$ cat config.mk
export PLATFORM = sky130hd
export DESIGN_NAME = fifo_page_replacement
export DESIGN_NICKNAME = d
export VERILOG_FILES = /design/src/hdl/fpr_pkg.sv /design/src/hdl/fpr_ram.sv /design/src/hdl/fpr_seq.sv /design/src/hdl/fifo_page_replacement.sv
export SDC_FILE = /design/constraint.sdc
export NUM_CORES = 1
export LEC_CHECK = 0
export ABC_AREA = 1
export BUFFER_PORTS_ARGS = -buffer_cell sky130_fd_sc_hd__buf_2
export CORE_ASPECT_RATIO = 2
export CORE_MARGIN = 5
export CORE_UTILIZATION = 50
export CTS_BUF_LIST = sky130_fd_sc_hd__clkbuf_2
export DETAILED_ROUTE_END_ITERATION = 10
export PLACE_DENSITY_LB_ADDON = 0.12
export SLEW_MARGIN = 10
export SYNTH_ARGS = -nofsm -noshare
export SYNTH_HDL_FRONTEND = slang
export SYNTH_SLANG_ARGS = --single-unit
$ cat constraint.sdc
create_clock -name clk_i -period 2.74 [get_ports clk_i]
set_clock_uncertainty 0.15 [all_clocks]
set_input_delay 0.685 -clock clk_i [delete_from_list [all_inputs] [get_ports clk_i]]
set_output_delay 0.685 -clock clk_i [all_outputs]
set_load 0.05 [all_outputs]
$ cat src/hdl/fpr_pkg.sv
// Shared constants, types and the microcode table of the FIFO page replacement block.
// No dependencies; imported by fpr_seq and fifo_page_replacement.
package fpr_pkg;

  localparam int FRAMES  = 16;
  localparam int IDX_W   = $clog2(FRAMES);
  localparam int CNT_W   = $clog2(FRAMES + 1);
  localparam int PAGE_W  = 16;
  localparam int CFG_W   = 5;
  localparam int TOTAL_W = 32;
  localparam logic [CFG_W-1:0] FRAME_COUNT_RESET = 5'd3;

  typedef enum logic [2:0] {
    ST_IDLE,
    ST_START,
    ST_SCAN,
    ST_HIT,
    ST_MISS,
    ST_EMIT
  } step_e;

  typedef enum logic [2:0] {
    C_NEXT,
    C_WAIT_IN,
    C_EMPTY,
    C_SCAN,
    C_WAIT_OUT
  } cond_e;

  typedef struct packed {
    cond_e cond;
    step_e jmp;
    step_e nxt;
    logic  ld;
    logic  rd0;
    logic  scan;
    logic  hit;
    logic  miss;
    logic  emit;
  } uword_t;

  typedef struct packed {
    logic accept;
    logic empty;
    logic match;
    logic last;
    logic out_free;
  } status_t;

  function automatic uword_t ucode_rom(input step_e s);
    uword_t w;
    w = '{cond: C_NEXT, jmp: ST_IDLE, nxt: ST_IDLE, default: 1'b0};
    case (s)
      ST_IDLE: begin
        w.cond = C_WAIT_IN;
        w.nxt  = ST_START;
        w.ld   = 1'b1;
      end
      ST_START: begin
        w.cond = C_EMPTY;
        w.jmp  = ST_MISS;
        w.nxt  = ST_SCAN;
        w.rd0  = 1'b1;
      end
      ST_SCAN: begin
        w.cond = C_SCAN;
        w.jmp  = ST_HIT;
        w.nxt  = ST_MISS;
        w.scan = 1'b1;
      end
      ST_HIT: begin
        w.nxt = ST_EMIT;
        w.hit = 1'b1;
      end
      ST_MISS: begin
        w.nxt  = ST_EMIT;
        w.miss = 1'b1;
      end
      ST_EMIT: begin
        w.cond = C_WAIT_OUT;
        w.nxt  = ST_IDLE;
        w.emit = 1'b1;
      end
      default: begin
        w.nxt = ST_IDLE;
      end
    endcase
    return w;
  endfunction

endpackage

$ cat src/hdl/fpr_ram.sv
// Generic single-port-write, single-port-read RAM with registered read data.
// No dependencies.
module fpr_ram #(
  parameter int WIDTH = 16,
  parameter int DEPTH = 16
) (
  input  logic                     clk_i,
  input  logic                     we_i,
  input  logic [$clog2(DEPTH)-1:0] waddr_i,
  input  logic [WIDTH-1:0]         wdata_i,
  input  logic                     re_i,
  input  logic [$clog2(DEPTH)-1:0] raddr_i,
  output logic [WIDTH-1:0]         rdata_o
);

  logic [WIDTH-1:0] mem_q [DEPTH];

  always_ff @(posedge clk_i) begin
    if (we_i) begin
      mem_q[waddr_i] <= wdata_i;
    end
    if (re_i) begin
      rdata_o <= mem_q[raddr_i];
    end
  end

endmodule

$ cat src/hdl/fpr_seq.sv
// Microcode sequencer: step counter, control store lookup and conditional jumps.
// Depends on fpr_pkg.
module fpr_seq (
  input  logic             clk_i,
  input  logic             rst_ni,
  input  fpr_pkg::status_t sts_i,
  output fpr_pkg::uword_t  ctl_o
);
  import fpr_pkg::*;

  step_e  step_q, step_d;
  uword_t uw;

  assign uw    = ucode_rom(step_q);
  assign ctl_o = uw;

  always_comb begin
    case (uw.cond)
      C_NEXT:     step_d = uw.nxt;
      C_WAIT_IN:  step_d = sts_i.accept ? uw.nxt : step_q;
      C_EMPTY:    step_d = sts_i.empty ? uw.jmp : uw.nxt;
      C_SCAN:     step_d = sts_i.match ? uw.jmp : (sts_i.last ? uw.nxt : step_q);
      C_WAIT_OUT: step_d = sts_i.out_free ? uw.nxt : step_q;
      default:    step_d = uw.nxt;
    endcase
  end

  always_ff @(posedge clk_i or negedge rst_ni) begin
    if (!rst_ni) begin
      step_q <= ST_IDLE;
    end else begin
      step_q <= step_d;
    end
  end

endmodule

$ cat src/hdl/fifo_page_replacement.sv
// Top level of the FIFO page replacement block: datapath, frame RAM and result register.
// Depends on fpr_pkg, fpr_ram and fpr_seq.
//
//   channel  | direction | handshake              | payload
//   ---------+-----------+------------------------+------------------------------
//   in       | input     | in_valid_i / in_stall_o | page_i
//   out      | output    | out_valid_o/out_stall_i | fault_o, slot_o, fault_total_o
//   cfg      | input     | cfg_valid_i/cfg_ready_o | cfg_frame_count_i
//
// A request compares L resident frames (0 to 16, the filled frames up to the active
// count); the frame RAM is scanned one entry per cycle through its read port.
// Reset clears frame fill count, replace pointer, fault total and sets frame_count to 3.
// A new request is taken while the previous result waits; a stalled output holds
// the sequencer in its emit step until the result register frees.
module fifo_page_replacement (
  input  logic                        clk_i,
  input  logic                        rst_ni,
  input  logic                        in_valid_i,
  output logic                        in_stall_o,
  input  logic [fpr_pkg::PAGE_W-1:0]  page_i,
  output logic                        out_valid_o,
  input  logic                        out_stall_i,
  output logic                        fault_o,
  output logic [fpr_pkg::IDX_W-1:0]   slot_o,
  output logic [fpr_pkg::TOTAL_W-1:0] fault_total_o,
  input  logic                        cfg_valid_i,
  output logic                        cfg_ready_o,
  input  logic [fpr_pkg::CFG_W-1:0]   cfg_frame_count_i
);
  import fpr_pkg::*;

  uword_t  ctl;
  status_t sts;

  logic [CFG_W-1:0]   cfg_q;
  logic [CNT_W-1:0]   filled_q;
  logic [IDX_W-1:0]   ptr_q;
  logic [TOTAL_W-1:0] count_q;
  logic               out_valid_q;

  logic [PAGE_W-1:0]  page_q;
  logic [CNT_W-1:0]   n_q;
  logic [CNT_W-1:0]   limit_q;
  logic [CNT_W-1:0]   addr_q;
  logic               fault_q;
  logic [IDX_W-1:0]   slot_q;

  logic [CNT_W-1:0]   n_act;
  logic [CNT_W-1:0]   limit_act;
  logic               accept;
  logic               scan_go;
  logic               emit_go;
  logic               fill;
  logic [IDX_W-1:0]   ptr_use;
  logic [CNT_W-1:0]   ptr_inc;
  logic [IDX_W-1:0]   miss_slot;
  logic               ram_re;
  logic [IDX_W-1:0]   ram_raddr;
  logic [PAGE_W-1:0]  ram_rdata;

  assign cfg_ready_o = 1'b1;
  assign in_stall_o  = !ctl.ld;
  assign accept      = in_valid_i && ctl.ld;

  always_comb begin
    if (cfg_q == '0) begin
      n_act = CNT_W'(1);
    end else if (cfg_q > CFG_W'(FRAMES)) begin
      n_act = CNT_W'(FRAMES);
    end else begin
      n_act = CNT_W'(cfg_q);
    end
    limit_act = (filled_q < n_act) ? filled_q : n_act;
  end

  assign sts.accept   = accept;
  assign sts.empty    = (limit_q == '0);
  assign sts.match    = (ram_rdata == page_q);
  assign sts.last     = (addr_q == limit_q);
  assign sts.out_free = !out_valid_q || !out_stall_i;

  assign scan_go = ctl.scan && !sts.match && !sts.last;
  assign emit_go = ctl.emit && sts.out_free;

  assign fill      = (filled_q < n_q);
  assign ptr_use   = (CNT_W'(ptr_q) >= n_q) ? '0 : ptr_q;
  assign ptr_inc   = CNT_W'(ptr_use) + CNT_W'(1);
  assign miss_slot = fill ? filled_q[IDX_W-1:0] : ptr_use;

  assign ram_re    = ctl.rd0 || scan_go;
  assign ram_raddr = ctl.rd0 ? '0 : addr_q[IDX_W-1:0];

  fpr_seq u_seq (
    .clk_i  (clk_i),
    .rst_ni (rst_ni),
    .sts_i  (sts),
    .ctl_o  (ctl)
  );

  fpr_ram #(
    .WIDTH (PAGE_W),
    .DEPTH (FRAMES)
  ) u_frames (
    .clk_i   (clk_i),
    .we_i    (ctl.miss),
    .waddr_i (miss_slot),
    .wdata_i (page_q),
    .re_i    (ram_re),
    .raddr_i (ram_raddr),
    .rdata_o (ram_rdata)
  );

  always_ff @(posedge clk_i or negedge rst_ni) begin
    if (!rst_ni) begin
      cfg_q       <= FRAME_COUNT_RESET;
      filled_q    <= '0;
      ptr_q       <= '0;
      count_q     <= '0;
      out_valid_q <= 1'b0;
    end else begin
      if (cfg_valid_i && cfg_ready_o) begin
        cfg_q <= cfg_frame_count_i;
      end
      if (ctl.miss) begin
        if (count_q != '1) begin
          count_q <= count_q + TOTAL_W'(1);
        end
        if (fill) begin
          filled_q <= filled_q + CNT_W'(1);
        end else begin
          ptr_q <= (ptr_inc >= n_q) ? '0 : ptr_inc[IDX_W-1:0];
        end
      end
      if (emit_go) begin
        out_valid_q <= 1'b1;
      end else if (!out_stall_i) begin
        out_valid_q <= 1'b0;
      end
    end
  end

  always_ff @(posedge clk_i) begin
    if (accept) begin
      page_q  <= page_i;
      n_q     <= n_act;
      limit_q <= limit_act;
    end
    if (ctl.rd0) begin
      addr_q <= CNT_W'(1);
    end else if (scan_go) begin
      addr_q <= addr_q + CNT_W'(1);
    end
    if (ctl.hit) begin
      fault_q <= 1'b0;
      slot_q  <= IDX_W'(addr_q - CNT_W'(1));
    end else if (ctl.miss) begin
      fault_q <= 1'b1;
      slot_q  <= miss_slot;
    end
    if (emit_go) begin
      fault_o       <= fault_q;
      slot_o        <= slot_q;
      fault_total_o <= count_q;
    end
  end

  assign out_valid_o = out_valid_q;

  a_write_in_range: assert property (@(posedge clk_i) disable iff (!rst_ni)
    ctl.miss |-> (CNT_W'(miss_slot) < n_q))
    else $error("frame write outside the active frames");

  a_filled_bound: assert property (@(posedge clk_i) disable iff (!rst_ni)
    filled_q <= CNT_W'(FRAMES))
    else $error("fill count beyond frame depth");

  a_count_monotonic: assert property (@(posedge clk_i) disable iff (!rst_ni)
    ##1 (count_q >= $past(count_q)))
    else $error("fault total decreased");

  a_hit_no_write: assert property (@(posedge clk_i) disable iff (!rst_ni)
    ctl.hit |=> (count_q == $past(count_q)) && (filled_q == $past(filled_q)))
    else $error("state changed on a hit");

endmodule

[Yosys cells after proc, flatten, opt, wreduce, memory -nomap -nowiden]
Memory sizes are Yosys's and may differ from the RTL's. A register that Yosys moved wholly into a read port is not among the register bits.
Cells that the tools add are included.
Word-level totals
  memories kept: 1
  bits in writable memories: 256
  output and inout bits: 40
  register bits after elaboration: 123
  bits of input ports: 26
Memory list
  u_frames.mem_q: words 16, bits a word 16, rd ports 1, clocked after Yosys merged registers in 1, wr ports 1, RTL line fpr_ram.sv:16  | logic [WIDTH-1:0] mem_q [DEPTH];
Cells by class
  bitwise gates (word level): 1
  multiplexer cells: 28
  eq/ne operators: 16
  $lt $le $gt $ge: 5
  reduce and logical (&&, ||, !) cells: 20
  add/subtract/negate cells: 5
Operators with widths (count)
  $pmux W3 S4: 3
  $add A32 B1 Y32 const B: 1
  $ne A32 B32 Y1 const B: 1
  $mux W4: 6
  $eq A16 B16 Y1: 1
  $mux W3: 5
  $mux W5: 3
  $eq A3 B2 Y1 const B: 4
  $add A5 B1 Y5 const B: 2
  $logic_not A5 Y1: 2
  $lt A5 B5 Y1: 2
  $mux W1: 10
  $eq A3 B3 Y1 const B: 3
  $eq A3 B1 Y1 const B: 2
  $pmux W3 S2: 1
  $reduce_and A2 Y1: 3
  $add A4 B1 Y5 const B: 1
  $eq A5 B5 Y1: 1
  $ge A4 B5 Y1: 1
  $ge A5 B5 Y1: 1
  $gt A5 B5 Y1 const B: 1
  $logic_not A1 Y1: 5
  $logic_and A1 B1 Y1: 4
  $ne A2 B2 Y1 const B: 2
  9 further kinds: 10

[Longest topological paths before layout]
  word-level depth: 6
  gate-level depth with buffers: 22

[Modules after synthesis]
Synthesis repeated with hierarchy kept, for this count alone.
Second synthesis, totals
  cell total of the unflattened synthesis: 1843
  area, all modules: 17986.0 um^2
By module, submodules not included
  fpr_ram: area an instance 11541.1 um^2, cells an instance 1074, times used 1
  fifo_page_replacement: area an instance 6142.1 um^2, cells an instance 719, times used 1
  fpr_seq: area an instance 302.8 um^2, cells an instance 50, times used 1

[Worst setup path before layout]
OpenSTA, ideal clock, no wires.
  path kind: input to register
  start: in out_stall_i
  end: reg fault_o, enable pin
  data required time: 2159 ps
  path slack: -223 ps
  library setup time: 431 ps
  data arrival time: 2382 ps
  cell stages on the path: 3
  buffers on the path: 0
  cell sequence: nand2_1 inv_1 nor2_1
Between the ends
  cells in the longest elaborated chain, start to end: 3
RTL lines
  start: declaration: RTL line fifo_page_replacement.sv:22  | input logic out_stall_i,
  $logic_not A1 Y1
  $logic_or A1 B1 Y1: RTL line fifo_page_replacement.sv:80  | assign sts.out_free = !out_valid_q || !out_stall_i;
  $logic_and A1 B1 Y1: RTL line fifo_page_replacement.sv:83  | assign emit_go = ctl.emit && sts.out_free;
  named net emit_go: RTL line fifo_page_replacement.sv:52  | logic emit_go;
  end signal: assignment: RTL line fifo_page_replacement.sv:161  | fault_o <= fault_q;
  end: declaration: RTL line fifo_page_replacement.sv:23  | output logic fault_o,
The timed path passes the listed nets, and every way through them passes these cells.
A chain may end at the register's enable or synchronous reset.

[Final worst setup path]
  start: reg n_q[2]
  end: mem u_frames.mem_q[11][12], enable pin
Between the ends
  cells in the longest elaborated chain, start to end: 3
RTL lines
  start: declaration: RTL line fifo_page_replacement.sv:42  | logic [CNT_W-1:0] n_q;
  start signal: assignment: RTL line fifo_page_replacement.sv:145  | n_q <= n_act;
  $ge A4 B5 Y1: RTL line fifo_page_replacement.sv:86  | assign ptr_use = (CNT_W'(ptr_q) >= n_q) ? '0 : ptr_q;
  $mux W4: RTL line fifo_page_replacement.sv:86
  $mux W4 (*): RTL line fifo_page_replacement.sv:88  | assign miss_slot = fill ? filled_q[IDX_W-1:0] : ptr_use;
  end: declaration: RTL line fpr_ram.sv:16
Every way passes the cells marked *; elsewhere a longest branch is shown, timed or not.

==> summary.md <==
| Metric | Value |
|---|---|
| Most common cell after layout, fill and taps aside | edfxtp_1 |
| Nets | 1802 |
| CP required | 3.24 ns |
| Status | completed |
| Setup violators final | 0 |
| Synth top area share | 0.588 |
| Power density over the cells | 924 mW/mm² |
| Pins over their slew limit | 0 |
| Largest net degree at the start of global routing | 71 |
| Register share of total power | 0.428 |
| Final Critical Period | 2.71 ns |
| Final WL | 42100 µm |
| Die height | 273 µm |
| Die width | 142 µm |
| Sw Share | 0.394 |
| Crit path DAT | 3.21 ns |
| Grt ovf | 0 |
| Largest area contributor in the netlist | edfxtp_1 |
| Power, Total | 18800 µW |
| Hpwl dp | 28100 µm |
| Clock Tree Root | clkbuf_2 |
| Clk_lat worst skew | 0.98 ns |
| # rows | 96 |
| Sequential element share of the synthesized area | 0.668 |
| Tightest Pin Transition | 0.674 ns |
| Max-Cap Viols | 0 |
| Avg Vias per Cell | 5.28 |
| Synth Cell Area | 0.0173 mm² |
| Tcrit/Tclk final | 0.989 |
| Count of flip-flops with a built-in enable after synthesis | 339 |
| Via count of the routed design | 11900 |
| Finished Layout Cells | 2259 |
| Synth warnings | 0 |
| Synth area leaders | edfxtp_1 (59%), nand2_1 (7.0%), dfrtp_1 (6.9%), o211ai_1 (5.6%), inv_1 (3.7%) |
| Highest-count cells in the layout ignoring fill and taps | edfxtp_1 (339), nand2_1 (313), inv_1 (162), nor2_1 (128), o211ai_1 (128) |
| Longest Clk Path Bufs | 3 |
| Gr usage total | 0.222 |
| Die ar. | 0.0387 mm² |
| Num CTS Buffers | 84 |
| Post-DRT Antenna Nets | 0 |
| Worst Path Max Fanout | 16 |
| Synthesized flop and latch total | 395 |
| Element type at the critical path start | flip-flop |
| Post-synth cell types | 41 |
| Layout area overhead | 17.7% |
| CTS HTree Levels | 3 |
| Net switching power | 7420 µW |
| Crit path kind | flip-flop to flip-flop |
| Gpl congestion | 0.900 |
| Initial detailed-routing violation count | 591 |
| DP Cell Count | 2059 |
| RSZ-0062 raised after global routing | true |
| Leakage | 0.00797 µW |
| DRC errors left | 0 |
| Syn avg cell area | 11.3 µm² |
| Core ar. | 0.0342 mm² |
| Reg clk slew, reported paths | 0.13 ns |
| Net count of the mapped netlist | 1574 |
| Hold Crit Class | primary input to flip-flop |
| Internal Pwr Total | 11400 µW |
| Num Clock Sinks | 395 |
| Slew HR | 0.550 |
| Async S/R FF share, synth | 0.127 |
| Starting density of the core | 0.505 |
| Gate power share | 0.381 |
| CTS tree | built |
| First-pass GRT wire length | 66400 µm |
| Pre-antenna DRT Iters | 5 |
| Routed length per placed instance | 18.7 µm |
| I/O pin total | 66 |
| Crit end category | flip-flop |
| Clock network power share | 0.191 |
| Synthesized instance count | 1526 |
| Main synth FF type | edfxtp_1 |
| F_max | 369 MHz |
| Maximum VDD drop | 0.555 mV |
| Final hold vios | 0 |
| Initial antenna violation count | 1 |
| I/O Buffers | 64 |
| Hold Slack | 0.272 ns |
| Final Util | 0.595 |
| Vias in the first global route | 12500 |
| Layout cell share with drive strength beyond 1 | 0.216 |
==> power by group through the flow <==
stage / combinational, µW / sequential (µW) / clock, µW
2_1_floorplan: 4080 / 8590 / 0
5_1_grt: 7900 / 8130 / 4010
3_5_place_dp: 6640 / 8170 / 0
4_1_cts: 6950 / 8040 / 3740
3_3_place_gp: 6520 / 8160 / 0
6_report: 7180 / 8050 / 3590
==> logic make-up after synthesis <==
kind of cell,synth area share
adder cells (fa/ha/maj),0.0159
AO/OA/AOI/OAI,0.0946
buffers and inverters,0.0615
flip-flops,0.668
XOR/XNOR,0.0172
AND/OR/NAND/NOR,0.143
other,0.000217
==> Yosys cell counts (all sizes together) (2+ instances only) <==
cell,count
nand4,11
ha,22
nand2,326
o211ai,128
nand3,72
dfstp,2
dfxtp,6
a21oi,14
inv,178
xnor2,7
clkbuf,13
xor2,27
nor2,154
nor3,21
dfrtp,48
buf,48
nand3b,4
o21ai,101
edfxtp,339
==> final cells by class <==
class                      instances  area [µm²]
inverter                         178         673
antenna                            1        2.50
clock buffer                     112         561
sequential                       395       11600
clock inverter                    37         218
fill                            2901       13900
multi-input combinational        892        4980
timing repair buffer             203        1820
tap                              441         552
==> sequential cells by signal, indices dropped and copies added, names as in the netlist <==
signal,count
n_q,5
fault_q,1
limit_q,5
count_q,32
u_frames.rdata_o,16
page_q,16
u_frames.mem_q,256
filled_q,5
cfg_q,5
ptr_q,4
slot_o,4
out_valid_o,1
fault_total_o,32
u_seq.step_q,3
addr_q,5
slot_q,4
fault_o,1
==> final timing paths <==
check,from,to,slack (ns),cells after the start
setup / recovery,n_q[2]$_DFFE_PP_,u_frames.mem_q[11][12]$_DFFE_PP_,0.03,15
max in group asynchronous,rst_ni,cfg_q[1]$_DFFE_PN1P_,1.46,4
min in group asynchronous,rst_ni,ptr_q[0]$_DFFE_PN0P_,0.65,4
hold / removal,page_i[12],page_q[12]$_DFFE_PP_,0.27,2
setup reg to reg,n_q[2]$_DFFE_PP_,u_frames.mem_q[11][12]$_DFFE_PP_,0.03,15
hold reg to reg,slot_q[3]$_DFFE_PN_,slot_o[3]$_DFFE_PP_,0.27,0
==> layer usage <==
metal | up-vias | share of wire | GRT usage
met5 | - | 0 | 0
met4 | 0 | 0.040 | 0.101
met3 | 106 | 0.038 | 0.0343
met2 | 296 | 0.57 | 0.422
met1 | 5749 | 0.36 | 0.236
li1 | 5776 | - | -
==> metrics by stage <==
step           TNS, ns  instance area [µm²]  setup slack [ns]
2_1_floorplan   -33.20                17300            -0.174
3_3_place_gp    -0.500                18800            -0.140
3_5_place_dp    -0.497                18800            -0.130
4_1_cts         -0.106                20100           -0.0638
5_1_grt          -3.12                20400            -0.111
6_report             0                20400            0.0298
==> critical path, cell delays in order (launching register included) <==
cell and delay (ns):
edfxtp_1 0.39, inv_2 0.10, buf_6 0.11, ha_1 0.23, nand2_1 0.06, inv_1 0.04, o21ai_2 0.12, nand3_2 0.12
buf_4 0.16, clkbuf_16 0.15, nand2_2 0.08, nand2_4 0.09, inv_6 0.09, nand3_1 0.11, nor2_2 0.20, buf_12 0.20
==> timing repair <==
item,in CTS,in global routing
buffers inserted,7,5
setup endpoints to repair,14,227
pin swaps,20,22
gates resized for setup,33,35
hold buffers,35,0
endpoints found under the hold margin,84,0
gates cloned,1,2
Power figures use the tool's default switching activity.
